--- src/hdl/owd_pkg.sv ---
// Shared types and constants for the cell open-wire detector.
`default_nettype none

package owd_pkg;

  // Per-cell entry kept in the cell memory
  typedef struct packed {
    logic               end_low;  // end-pin reading at or below the floor
    logic               err;      // one of the readings is invalid
    logic [3:0]         code;     // fault code of the first invalid reading
    logic               usable;   // both readings valid
    logic signed [16:0] delta;    // pull-up minus pull-down
  } entry_t;

  // Control from the sequencer to the pin walker
  typedef struct packed {
    logic clear;  // start of a walk: drop old pin flags
    logic step;   // a cell entry is presented this cycle
    logic first;  // entry belongs to cell 0
    logic last;   // entry belongs to the last cell
  } walk_ctl_t;

  // Result verdicts
  localparam logic [1:0] VERDICT_OK    = 2'd0;
  localparam logic [1:0] VERDICT_OPEN  = 2'd1;
  localparam logic [1:0] VERDICT_ERROR = 2'd2;

  // Configuration register indexes
  localparam logic REG_DELTA_THR = 1'b0;
  localparam logic REG_FLOOR     = 1'b1;

  localparam int unsigned THR_W = 16;

endpackage

`default_nettype wire

--- src/hdl/owd_ram.sv ---
// Generic single-port-write, single-port-read RAM with registered read.
`default_nettype none

module owd_ram #(
  parameter int unsigned WIDTH = 24,
  parameter int unsigned DEPTH = 16
) (
  input  wire logic                     clk,
  input  wire logic                     we,
  input  wire logic [$clog2(DEPTH)-1:0] waddr,
  input  wire logic [WIDTH-1:0]         wdata,
  input  wire logic                     re,
  input  wire logic [$clog2(DEPTH)-1:0] raddr,
  output logic      [WIDTH-1:0]         rdata
);

  logic [WIDTH-1:0] mem [DEPTH];

  // write port
  always_ff @(posedge clk) begin
    if (we) begin
      mem[waddr] <= wdata;
    end
  end

  // registered read, holds when not enabled
  always_ff @(posedge clk) begin
    if (re) begin
      rdata <= mem[raddr];
    end
  end

endmodule

`default_nettype wire

--- src/hdl/owd_cell_calc.sv ---
// Builds the stored entry of one cell from its even and odd readings.
`default_nettype none

module owd_cell_calc #(
  parameter int unsigned CELLS = 16
) (
  input  wire logic                       even_ok,
  input  wire logic [15:0]                even_volts,
  input  wire logic [3:0]                 even_fault,
  input  wire logic                       odd_ok,
  input  wire logic [15:0]                odd_volts,
  input  wire logic [3:0]                 odd_fault,
  input  wire logic [$clog2(CELLS)-1:0]   cell_idx,
  input  wire logic [owd_pkg::THR_W-1:0]  floor_voltage,
  output owd_pkg::entry_t                 entry
);

  localparam int unsigned AW = $clog2(CELLS);
  localparam logic [AW-1:0] LAST_IDX = AW'(CELLS - 1);

  logic signed [16:0] even_minus_odd;
  logic               first_low;
  logic               last_low;

  assign even_minus_odd = $signed({1'b0, even_volts}) - $signed({1'b0, odd_volts});

  // end-pin checks against the floor
  assign first_low = (cell_idx == '0) && even_ok && (even_volts <= floor_voltage);
  assign last_low  = (cell_idx == LAST_IDX) && odd_ok && (odd_volts <= floor_voltage);

  always_comb begin
    entry         = '0;
    entry.end_low = first_low | last_low;
    entry.usable  = even_ok & odd_ok;
    // even reading's error wins
    if (!even_ok) begin
      entry.err  = 1'b1;
      entry.code = even_fault;
    end else if (!odd_ok) begin
      entry.err  = 1'b1;
      entry.code = odd_fault;
    end
    // even cells: even minus odd; odd cells: odd minus even
    if (even_ok && odd_ok) begin
      entry.delta = cell_idx[0] ? -even_minus_odd : even_minus_odd;
    end
  end

endmodule

`default_nettype wire

--- src/hdl/owd_pin_walk.sv ---
// Walks adjacent cell pairs in order and keeps the open flag of every pin.
`default_nettype none

module owd_pin_walk #(
  parameter int unsigned CELLS = 16
) (
  input  wire logic                      clk,
  input  wire logic                      rst_n,
  input  wire owd_pkg::walk_ctl_t        ctl,
  input  wire logic [$clog2(CELLS)-1:0]  pin_idx,   // lower pin of the pair
  input  wire owd_pkg::entry_t           cur,       // upper cell of the pair
  input  wire logic [owd_pkg::THR_W-1:0] thr,
  output logic      [CELLS:0]            pins
);

  owd_pkg::entry_t   prev_r, prev_nxt;
  logic              in_run_r, in_run_nxt;
  logic [CELLS:0]    pins_r, pins_nxt;

  logic signed [17:0] thr_s;
  logic signed [17:0] d_prev;
  logic signed [17:0] d_diff;
  logic               pair_ok;
  logic               start;
  logic               cont;
  logic [CELLS:0]     set_mask;

  assign thr_s   = $signed({2'b00, thr});
  assign d_prev  = $signed({prev_r.delta[16], prev_r.delta});
  assign d_diff  = $signed({cur.delta[16], cur.delta}) - d_prev;
  assign pair_ok = prev_r.usable & cur.usable;

  // a run starts on a large delta or carries on from the last pair
  assign start    = in_run_r | (pair_ok & (d_prev > thr_s));
  assign cont     = start & pair_ok & (d_diff >= thr_s);
  assign set_mask = {{(CELLS - 1){1'b0}}, cont, start} << pin_idx;

  always_comb begin
    prev_nxt   = prev_r;
    in_run_nxt = in_run_r;
    pins_nxt   = pins_r;
    if (ctl.clear) begin
      pins_nxt   = '0;
      in_run_nxt = 1'b0;
    end else if (ctl.step) begin
      prev_nxt = cur;
      if (ctl.first) begin
        pins_nxt[0] = pins_r[0] | cur.end_low;
      end else begin
        pins_nxt   = pins_r | set_mask;
        in_run_nxt = cont;
        if (ctl.last) begin
          pins_nxt[CELLS] = pins_r[CELLS] | cur.end_low;
          in_run_nxt      = 1'b0;
        end
      end
    end
  end

  always_ff @(posedge clk) begin
    if (!rst_n) begin
      in_run_r <= 1'b0;
      pins_r   <= '0;
    end else begin
      in_run_r <= in_run_nxt;
      pins_r   <= pins_nxt;
    end
  end

  // previous cell entry, payload only
  always_ff @(posedge clk) begin
    prev_r <= prev_nxt;
  end

  assign pins = pins_r;

endmodule

`default_nettype wire

--- src/hdl/cell_open_wire_detector.sv ---
// Top level of the open-wire detector: load, pin walk and result emission.
//
//  channel  | direction | content
//  ---------+-----------+------------------------------------------------
//  in_      | slave     | one cell's even and odd readings per transfer
//  out_     | master    | one verdict per cell, tlast on the final cell
//  cfg_     | write     | delta threshold (0), floor voltage (1)
//
// A segment is loaded at one cell per cycle (CELLS transfers). After the last
// cell the walk reads the cell memory once per cell, then emission reads it
// again once per result, stalling on a full output register; the single memory
// read port serves both passes. Input is held off during walk and emission.
// Reset is synchronous; the memory needs no clearing pass. The output
// register lets loading of the next segment start while the last result waits.
`default_nettype none

module cell_open_wire_detector #(
  parameter int unsigned CELLS = 16
) (
  input  wire logic        clk,
  input  wire logic        rst_n,
  // even_ok[0], even_volts[16:1], even_fault[20:17],
  // odd_ok[21], odd_volts[37:22], odd_fault[41:38], zero fill [47:42]
  input  wire logic [47:0] in_tdata,
  input  wire logic        in_tvalid,
  output logic             in_tready,
  // cell_number[3:0], verdict[5:4], fault_code[9:6], zero fill [15:10]
  output logic      [15:0] out_tdata,
  output logic             out_tlast,   // last_of_segment
  output logic             out_tvalid,
  input  wire logic        out_tready,
  input  wire logic        cfg_we,
  input  wire logic        cfg_addr,
  input  wire logic [15:0] cfg_wdata
);

  localparam int unsigned AW = $clog2(CELLS);
  localparam int unsigned CW = $clog2(CELLS + 1);
  localparam int unsigned EW = $bits(owd_pkg::entry_t);
  localparam logic [AW-1:0] LAST_IDX = AW'(CELLS - 1);
  localparam logic [CW-1:0] WALK_END = CW'(CELLS);

  localparam logic [1:0] ST_LOAD    = 2'd0;
  localparam logic [1:0] ST_WALK    = 2'd1;
  localparam logic [1:0] ST_EMIT_RD = 2'd2;
  localparam logic [1:0] ST_EMIT_OUT = 2'd3;

  logic [1:0]    state_r, state_nxt;
  logic [AW-1:0] load_cnt_r, load_cnt_nxt;
  logic [CW-1:0] walk_cnt_r, walk_cnt_nxt;
  logic [AW-1:0] emit_cnt_r, emit_cnt_nxt;

  logic [15:0]   thr_r, thr_nxt;
  logic [15:0]   floor_r, floor_nxt;

  logic          out_valid_r, out_valid_nxt;
  logic [15:0]   out_data_r, out_data_nxt;
  logic          out_last_r, out_last_nxt;

  logic          in_fire;
  logic          out_free;

  owd_pkg::entry_t   new_entry;
  owd_pkg::entry_t   rd_entry;
  logic [EW-1:0]     ram_rdata;
  logic              ram_re;
  logic [AW-1:0]     ram_raddr;

  owd_pkg::walk_ctl_t walk_ctl;
  logic [AW-1:0]      pin_idx;
  logic [CELLS:0]     pins;
  logic [CELLS:0]     pins_sh;

  logic [1:0] verdict;
  logic [3:0] fault_code;

  assign in_tready = (state_r == ST_LOAD);
  assign in_fire   = in_tvalid & in_tready;
  assign out_free  = ~out_valid_r | out_tready;

  // entry of the cell being loaded
  owd_cell_calc #(
    .CELLS(CELLS)
  ) u_cell_calc (
    .even_ok       (in_tdata[0]),
    .even_volts    (in_tdata[16:1]),
    .even_fault    (in_tdata[20:17]),
    .odd_ok        (in_tdata[21]),
    .odd_volts     (in_tdata[37:22]),
    .odd_fault     (in_tdata[41:38]),
    .cell_idx      (load_cnt_r),
    .floor_voltage (floor_r),
    .entry         (new_entry)
  );

  // cell memory
  owd_ram #(
    .WIDTH(EW),
    .DEPTH(CELLS)
  ) u_cell_ram (
    .clk   (clk),
    .we    (in_fire),
    .waddr (load_cnt_r),
    .wdata (new_entry),
    .re    (ram_re),
    .raddr (ram_raddr),
    .rdata (ram_rdata)
  );

  assign rd_entry = owd_pkg::entry_t'(ram_rdata);

  // memory read address: walk pointer or emission pointer
  always_comb begin
    ram_re    = 1'b0;
    ram_raddr = emit_cnt_r;
    case (state_r)
      ST_WALK: begin
        ram_re    = (walk_cnt_r != WALK_END);
        ram_raddr = walk_cnt_r[AW-1:0];
      end
      ST_EMIT_RD: begin
        ram_re = 1'b1;
      end
      default: begin
        ram_re = 1'b0;
      end
    endcase
  end

  // walker control: data read last cycle belongs to cell walk_cnt_r - 1
  always_comb begin
    walk_ctl.clear = in_fire && (load_cnt_r == LAST_IDX);
    walk_ctl.step  = (state_r == ST_WALK) && (walk_cnt_r != '0);
    walk_ctl.first = (walk_cnt_r == CW'(1));
    walk_ctl.last  = (walk_cnt_r == WALK_END);
  end
  assign pin_idx = AW'(walk_cnt_r - CW'(2));

  owd_pin_walk #(
    .CELLS(CELLS)
  ) u_pin_walk (
    .clk     (clk),
    .rst_n   (rst_n),
    .ctl     (walk_ctl),
    .pin_idx (pin_idx),
    .cur     (rd_entry),
    .thr     (thr_r),
    .pins    (pins)
  );

  // verdict of the cell read for emission
  assign pins_sh = pins >> emit_cnt_r;
  always_comb begin
    fault_code = '0;
    if (rd_entry.err) begin
      verdict    = owd_pkg::VERDICT_ERROR;
      fault_code = rd_entry.code;
    end else if (pins_sh[0] | pins_sh[1]) begin
      verdict = owd_pkg::VERDICT_OPEN;
    end else begin
      verdict = owd_pkg::VERDICT_OK;
    end
  end

  // sequencer and output register
  always_comb begin
    state_nxt     = state_r;
    load_cnt_nxt  = load_cnt_r;
    walk_cnt_nxt  = walk_cnt_r;
    emit_cnt_nxt  = emit_cnt_r;
    out_valid_nxt = out_valid_r & ~out_tready;
    out_data_nxt  = out_data_r;
    out_last_nxt  = out_last_r;
    case (state_r)
      ST_LOAD: begin
        if (in_fire) begin
          if (load_cnt_r == LAST_IDX) begin
            load_cnt_nxt = '0;
            walk_cnt_nxt = '0;
            state_nxt    = ST_WALK;
          end else begin
            load_cnt_nxt = load_cnt_r + 1'b1;
          end
        end
      end
      ST_WALK: begin
        if (walk_cnt_r == WALK_END) begin
          emit_cnt_nxt = '0;
          state_nxt    = ST_EMIT_RD;
        end else begin
          walk_cnt_nxt = walk_cnt_r + 1'b1;
        end
      end
      ST_EMIT_RD: begin
        state_nxt = ST_EMIT_OUT;
      end
      ST_EMIT_OUT: begin
        if (out_free) begin
          out_valid_nxt = 1'b1;
          out_data_nxt  = {6'd0, fault_code, verdict, 4'(emit_cnt_r)};
          out_last_nxt  = (emit_cnt_r == LAST_IDX);
          if (emit_cnt_r == LAST_IDX) begin
            state_nxt = ST_LOAD;
          end else begin
            emit_cnt_nxt = emit_cnt_r + 1'b1;
            state_nxt    = ST_EMIT_RD;
          end
        end
      end
      default: begin
        state_nxt = ST_LOAD;
      end
    endcase
  end

  // configuration writes
  always_comb begin
    thr_nxt   = thr_r;
    floor_nxt = floor_r;
    if (cfg_we) begin
      case (cfg_addr)
        owd_pkg::REG_DELTA_THR: thr_nxt   = cfg_wdata;
        owd_pkg::REG_FLOOR:     floor_nxt = cfg_wdata;
        default:                thr_nxt   = thr_r;
      endcase
    end
  end

  always_ff @(posedge clk) begin
    if (!rst_n) begin
      state_r     <= ST_LOAD;
      load_cnt_r  <= '0;
      walk_cnt_r  <= '0;
      emit_cnt_r  <= '0;
      out_valid_r <= 1'b0;
      thr_r       <= 16'd4000;
      floor_r     <= 16'd15000;
    end else begin
      state_r     <= state_nxt;
      load_cnt_r  <= load_cnt_nxt;
      walk_cnt_r  <= walk_cnt_nxt;
      emit_cnt_r  <= emit_cnt_nxt;
      out_valid_r <= out_valid_nxt;
      thr_r       <= thr_nxt;
      floor_r     <= floor_nxt;
    end
  end

  // result payload
  always_ff @(posedge clk) begin
    out_data_r <= out_data_nxt;
    out_last_r <= out_last_nxt;
  end

  assign out_tvalid = out_valid_r;
  assign out_tdata  = out_data_r;
  assign out_tlast  = out_last_r;

`ifndef NO_ASSERTIONS
  // the last cell of a segment closes the input until emission is done
  a_load_closes: assert property (@(posedge clk) disable iff (!rst_n)
    (in_fire && (load_cnt_r == LAST_IDX)) |=> !in_tready)
    else $error("input still open after last cell of segment");

  // tlast only on the final cell's result
  a_last_cell: assert property (@(posedge clk) disable iff (!rst_n)
    (out_tvalid && out_tlast) |-> (out_tdata[3:0] == 4'(CELLS - 1)))
    else $error("tlast on a cell other than the last");

  // fault code is only carried with an error verdict
  a_code_clean: assert property (@(posedge clk) disable iff (!rst_n)
    (out_tvalid && (out_tdata[5:4] != owd_pkg::VERDICT_ERROR)) |-> (out_tdata[9:6] == 4'd0))
    else $error("fault code without error verdict");

  // walk pointer stays within one pass over the cells
  a_walk_range: assert property (@(posedge clk) disable iff (!rst_n)
    (state_r == ST_WALK) |-> (walk_cnt_r <= WALK_END))
    else $error("walk pointer out of range");

  // a result is only loaded when the previous one has been taken
  a_no_overwrite: assert property (@(posedge clk) disable iff (!rst_n)
    (out_valid_r && !out_tready) |=> $stable(out_data_r))
    else $error("pending result overwritten");
`endif

endmodule

`default_nettype wire

--- config.mk ---
export PLATFORM = sky130hd
export DESIGN_NAME = cell_open_wire_detector
export DESIGN_NICKNAME = d
export VERILOG_FILES = /design/src/hdl/owd_pkg.sv /design/src/hdl/owd_ram.sv /design/src/hdl/owd_cell_calc.sv /design/src/hdl/owd_pin_walk.sv /design/src/hdl/cell_open_wire_detector.sv
export SDC_FILE = /design/constraint.sdc
export NUM_CORES = 1
export LEC_CHECK = 0
export BUFFER_PORTS_ARGS = -buffer_cell sky130_fd_sc_hd__buf_2
export CAP_MARGIN = 20
export CORE_ASPECT_RATIO = 1.4
export CORE_UTILIZATION = 60
export CTS_CLUSTER_DIAMETER = 30
export DETAILED_ROUTE_END_ITERATION = 6
export PLACE_DENSITY = 0.78
export SETUP_SLACK_MARGIN = 0.1
export SYNTH_ARGS = -nofsm -noshare
export SYNTH_HDL_FRONTEND = slang
export SYNTH_SLANG_ARGS = --single-unit
--- constraint.sdc ---
create_clock -name clk -period 4.3 [get_ports clk]
set_clock_uncertainty 0.1 [all_clocks]
set_input_delay 0.215 -clock clk [delete_from_list [all_inputs] [get_ports clk]]
set_output_delay 0.215 -clock clk [all_outputs]
set_load 0.1 [all_outputs]
### Word-level counts from Yosys, hierarchy flattened

Memories as Yosys holds them, arrays and structs flattened. A register that Yosys moved wholly into a read port is not among the register bits.
Cells that the tools add are included.

* bits in registers: 95
* memory bits (writable): 384
* input bits: 70
* logic and storage cells: 115
* memories kept: 1

Memories
* u_cell_ram.mem: words 16, bits a word 24, rd ports 1, clocked after Yosys merged registers in 1, wr ports 1, line owd_ram.sv:17 `logic [WIDTH-1:0] mem [DEPTH];`

* add/subtract/negate cells: 7
* $lt $le $gt $ge: 4
* eq/ne operators: 14
* shifts and indexed selects: 2
* mux-type cells: 29
* bitwise logic cells: 20
* reduce and logical (&&, ||, !) cells: 22

Operator list (count)
* $mux 17: 2
* $le 16x16->1: 2
* $mux 5: 5
* $mux 4: 5
* $ge 18x17->1: 1
* $sub 17x17->18: 1
* $gt 17x17->1: 1
* $neg 17->17: 1
* $or 17x17->17: 1
* $shl 2x4->17: 1
* $shr 17x4->2: 1
* $sub 16x16->17: 1
* $reduce_and 2->1: 6
* $reduce_and 4->1: 3
* $mux 2: 5
* $pmux 5 s2: 1
* $add 4x1->4 const B: 2
* $eq 4x4->1 const B: 2
* $mux 1: 8
* $pmux 2 s4: 1
* $pmux 4 s2: 1
* $and 1x1->1: 7
* $logic_and 1x1->1: 7
* $ne 2x1->1 const B: 3
* 16 further kinds: 30

### Longest topological paths before layout

* word-level depth: 8
* gate-level depth with buffers: 18

### By module

From an unflattened synthesis, not the netlist that was laid out.

* cell total of the unflattened synthesis: 1618
* area total of the unflattened synthesis: 23302.3 sq um

Modules (own cells, without submodules)
* owd_ram: instances 1, cells an instance 636, area each 15170.8 sq um, sequential area each 12251.8 sq um
* owd_pin_walk: instances 1, cells an instance 337, area each 2991.6 sq um, sequential area each 900.9 sq um
* cell_open_wire_detector: instances 1, cells an instance 319, area each 2841.5 sq um, sequential area each 1291.2 sq um
* owd_cell_calc: instances 1, cells an instance 326, area each 2298.5 sq um, sequential area each 0.0 sq um

### Worst setup path after synthesis

OpenSTA, ideal clock, no wires.

* path type: register to register
* from: reg state_r[0]
* to: mem u_cell_ram.mem[3][0], enable pin
* setup time: 435 ps
* data arrival time: 3602 ps
* path slack: 163 ps
* stages on the path, launching flop included: 7
* clock period less this slack: 4137 ps
* cells stage by stage: dfxtp_1 -> inv_1 -> ha_1 -> and2_1 -> clkbuf_1 -> nand2_1 -> nor3_1

* cells in the longest elaborated chain, start to end: 4

Ends and longest elaborated chain
* start: declaration: line cell_open_wire_detector.sv:48 `logic [1:0] state_r, state_nxt;`
* start signal: assignment: line cell_open_wire_detector.sv:239 `state_r <= state_nxt;`
* $logic_not 2->1: line cell_open_wire_detector.sv:77 `assign in_tready = (state_r == ST_LOAD);`
* net in_tready: line cell_open_wire_detector.sv:26 `output logic in_tready,`
* $and 1x1->1: line cell_open_wire_detector.sv:78 `assign in_fire = in_tvalid & in_tready;`
* $mux 1: line owd_ram.sv:21 `if (we) begin`
* $mux 1 (not written as such): line owd_ram.sv:22 `mem[waddr] <= wdata;`
* end: declaration: line owd_ram.sv:17

The timed path passes the listed nets, and every way through them passes these cells.

### Worst setup path after layout

* from: reg u_pin_walk.prev_r, in the netlist u_pin_walk.d_prev[6]
* to: reg u_pin_walk.pins_r[4], in the netlist u_pin_walk.pins[4]

* cells in the longest elaborated chain, start to end: 7

Ends and longest elaborated chain
* start: declaration: line owd_pin_walk.sv:16 `owd_pkg::entry_t prev_r, prev_nxt;`
* start signal: assignment: line owd_pin_walk.sv:72 `prev_r <= prev_nxt;`
* parallel branches: the longest is 5 deep, another holds $sub 17x17->18
* $shl 2x4->17 *: line owd_pin_walk.sv:36 `assign set_mask = {{(CELLS - 1){1'b0}}, cont, start} << pin_idx;`
* $or 17x17->17 *: line owd_pin_walk.sv:50 `pins_nxt = pins_r | set_mask;`
* end signal: assignment: line owd_pin_walk.sv:66 `pins_r <= pins_nxt;`
* end: declaration: line owd_pin_walk.sv:18 `logic [CELLS:0] pins_r, pins_nxt;`

Every way passes the cells marked *.
A chain may end at the register's enable or synchronous reset.

==> flow_summary.ini <==
[placement]
place_congestion = 0.895
numPlacedInstances = 2170
placed_cell_area_um2 = 24400
port_buffers = 76
dp_slack_ns = 0.159
dp_hpwl_um = 34100

[synthesis]
yosysSeqAreaShare_pct = 62.5
synthFlopType = edfxtp_1
yosysMostFrequentCell = edfxtp_1
synth_cell_types = 64
synth-edff-count = 437
syn_inst = 1639
yosysWarnings = 0
ys_ff_latch = 503
netlist_area_um2 = 23100
synth_top_cell_by_area = edfxtp_1
async_reset_ff_share_pct = 0
ys_top_cells_by_count = edfxtp_1 (437), nand2_1 (160), ha_1 (112)
synth_area_per_cell_um2 = 14.1
synth.area.top_cells = edfxtp_1 (57%), mux4_2 (9.4%), ha_1 (6.1%)
yosys.area.top_type_share_pct = 56.8

[global_route]
antenna_found_initial = 0
top_usage_layer = met2
globalRouteMet2Util_pct = 54.1
met1_usage_pct = 35.4
overflow = 0
grtUsageTotal_pct = 30.8
grt_use_met3_pct = 5.50
grt_max_degree = 53
grt_pass1_wl_um = 88300
grt_pass1_vias = 15400

[clock_tree]
cts.reportedPaths.clkPinSlew_ns = 0.06
cts_tree = built
cts_buffer_depth = 3
clkSinkCount = 503
numCtsBuffers = 74
htreeDepth = 3
clockRootBuffer = clkbuf_16
clock_latency_ns = 0.61

[worst_setup_path]
path_delay_family = compound AO/OA/AOI/OAI gates
slowest_stage = or4b_1
path_cells = inv_1, ha_1, a21oi_1, nor2_1, a2111oi_2, buf_4, a21boi_1, o21ai_1, a21boi_1, or4b_1, nand3_1, ha_1, a21oi_1, o21ai_0, a21oi_2, a31oi_2, buf_12, a32oi_2, o21ai_1
critPathBufInv = 3
crit_path_max_incr_delay_ns = 0.49
endpoint_kind = flop
path_class = flop to flop
crit_arrival_ns = 4.38
critPathRequiredTime_ns = 4.68
cp_max_fo = 14
setup.worst_path.start_class = flop

[layout]
final_net_count = 1979
n_antenna_cell = 0
syn_to_final_growth_pct = 18.0
fin_cells = 2329
layout-drive-gt1-share_pct = 20.7
fin_area_um2 = 27300

[route]
vias = 15000
drt-wirelength-per-cell_um = 25.1
wl_um = 58500
avgViaCountPerCell = 6.43
ant_nets = 0
drc_errors = 0
drt-pass1-iter-count = 5
first_iter_violations = 1254

[die]
rows = 84
dieArea_um2 = 39300
io_pins = 89
die_x_um = 168
die_h_um = 234
start_util_pct = 61.3
coreArea_um2 = 37700

[timing]
slew_violations = 0
timing_worst_slew_pin_value_ns = 1.10
fin_crit_ns = 4.01
fin_crit_sh_pct = 93.2
rsz0062_at_grt = yes
setup-tns-final_ns = 0
setup_ws_ns = 0.294
relSlewSlack_pct = 26.3
final_hold_viol_count = 0
setup_violations = 0
fmax_mhz = 250

[pwr]
intPower_uw = 9650
comb_power_share_pct = 5.9
p_per_area_nw_per_um2 = 459
power.share.clock_pct = 50.5
netSwitchingPower_uw = 2880
swShare_pct = 23.0
power_leakage_uw = 0.0101
seqPwrFrac_pct = 43.5
ir_drop_mv = 0.337

[run_status]
status = completed

[run]
cap_violations = 0

[min_path]
hp-class = input pin to flop
-- state kept, by name, indices dropped and copies added, names as in the netlist, 2 cells and up --
| register | flops |
|---|---|
| u_cell_ram.mem | 384 |
| u_cell_ram.rdata | 24 |
| u_pin_walk.d_prev | 17 |
| u_pin_walk.pins | 17 |
| floor_r | 16 |
| thr_r | 16 |
| out_tdata | 10 |
| walk_cnt_r | 5 |
| emit_cnt_r | 4 |
| load_cnt_r | 4 |
| state_r | 2 |
-- path summary, 6_finish.rpt --
kind	startpoint	slack, ns	endpoint	cells after the start
max	u_pin_walk.d_prev[6]	0.29	u_pin_walk.pins[4]	19
min	in_tdata[39]	0.06	u_cell_ram.mem[11][19]	4
max reg2reg	u_pin_walk.d_prev[6]	0.29	u_pin_walk.pins[4]	19
min reg2reg	u_pin_walk.pins[9]	0.35	u_pin_walk.pins[9]	2
-- what timing repair did --
action                                  in CTS  in global routing
setup buffers                                0                  1
endpoints found under the hold margin       47                  0
hold buffers                                19                  0
resized for setup                            0                  7
endpoints found under the setup margin       0                 17
-- cell type report --
cell class,instances,area (µm²)
multi-input combinational,971,8160
tap,473,592
clock buffer,79,1870
inverter,98,368
clock inverter,58,768
fill,2362,10500
timing repair buffer,147,1070
sequential,503,14400
-- power groups by stage --
| stage | Clock (µW) | Sequential (µW) | Combinational, µW |
|---|---|---|---|
| 2_1_floorplan | 0 | 5540 | 463 |
| 3_3_place_gp | 0 | 5540 | 675 |
| 3_5_place_dp | 0 | 5550 | 699 |
| 4_1_cts | 6380 | 5450 | 727 |
| 5_1_grt | 6600 | 5460 | 802 |
| 6_report | 6330 | 5450 | 742 |
-- metrics by stage --
step	hold slack (ns)	total power (µW)	util [%]
6_report	0.0642	12500	72.3
3_5_place_dp	0.345	6250	64.6
3_3_place_gp	0.334	6220	64.6
5_1_grt	0.0819	12900	72.3
4_1_cts	0.0239	12600	72.1
2_1_floorplan	0.253	6000	-
-- logic make-up (layout without fill, tap and decap cells) --
logic type | count (synthesis) | count (layout) | share of synthesized area (%)
AO/OA/AOI/OAI | 301 | 301 | 8.73
XOR/XNOR | 40 | 40 | 1.52
adder cells (fa/ha/maj) | 114 | 114 | 6.23
buffers and inverters | 170 | 382 | 2.90
flip-flops | 503 | 503 | 62.5
multiplexers | 111 | 111 | 10.0
other | 1 | 6 | 0.0162
AND/OR/NAND/NOR | 399 | 399 | 8.12
-- worst register-to-register path: cells and delay by family, from the launching register on --
| kind | cells | cell delay (ns) |
|---|---|---|
| simple gates | 3 | 0.67 |
| fa+ha+maj | 2 | 0.60 |
| flops | 1 | 0.38 |
| compound gates | 11 | 1.73 |
| buf+inv | 3 | 0.41 |
-- per-layer routing --
layer	wire, µm	share of wire (%)	up-vias
li1	-	-	6590
met5	0	0	-
met4	3330	5.7	0
met1	20700	35	7357
met2	29800	51	814
met3	4620	7.9	206
-- layout by cell type, fill, tap and decap left out, types with 23 or more instances in the layout --
cell type,count
o21ai_0,30
a21oi_1,55
a21boi_0,23
nand2_1,160
buf_2,76
and2_1,36
nand3_1,23
edfxtp_1,437
a31oi_1,34
mux4_2,96
ha_1,112
buf_4,42
o21ai_1,27
a211oi_1,31
dfxtp_1,66
nor2_1,63
inv_1,98
clkbuf_16,74
Note: power is estimated with default switching activity, not from simulation.
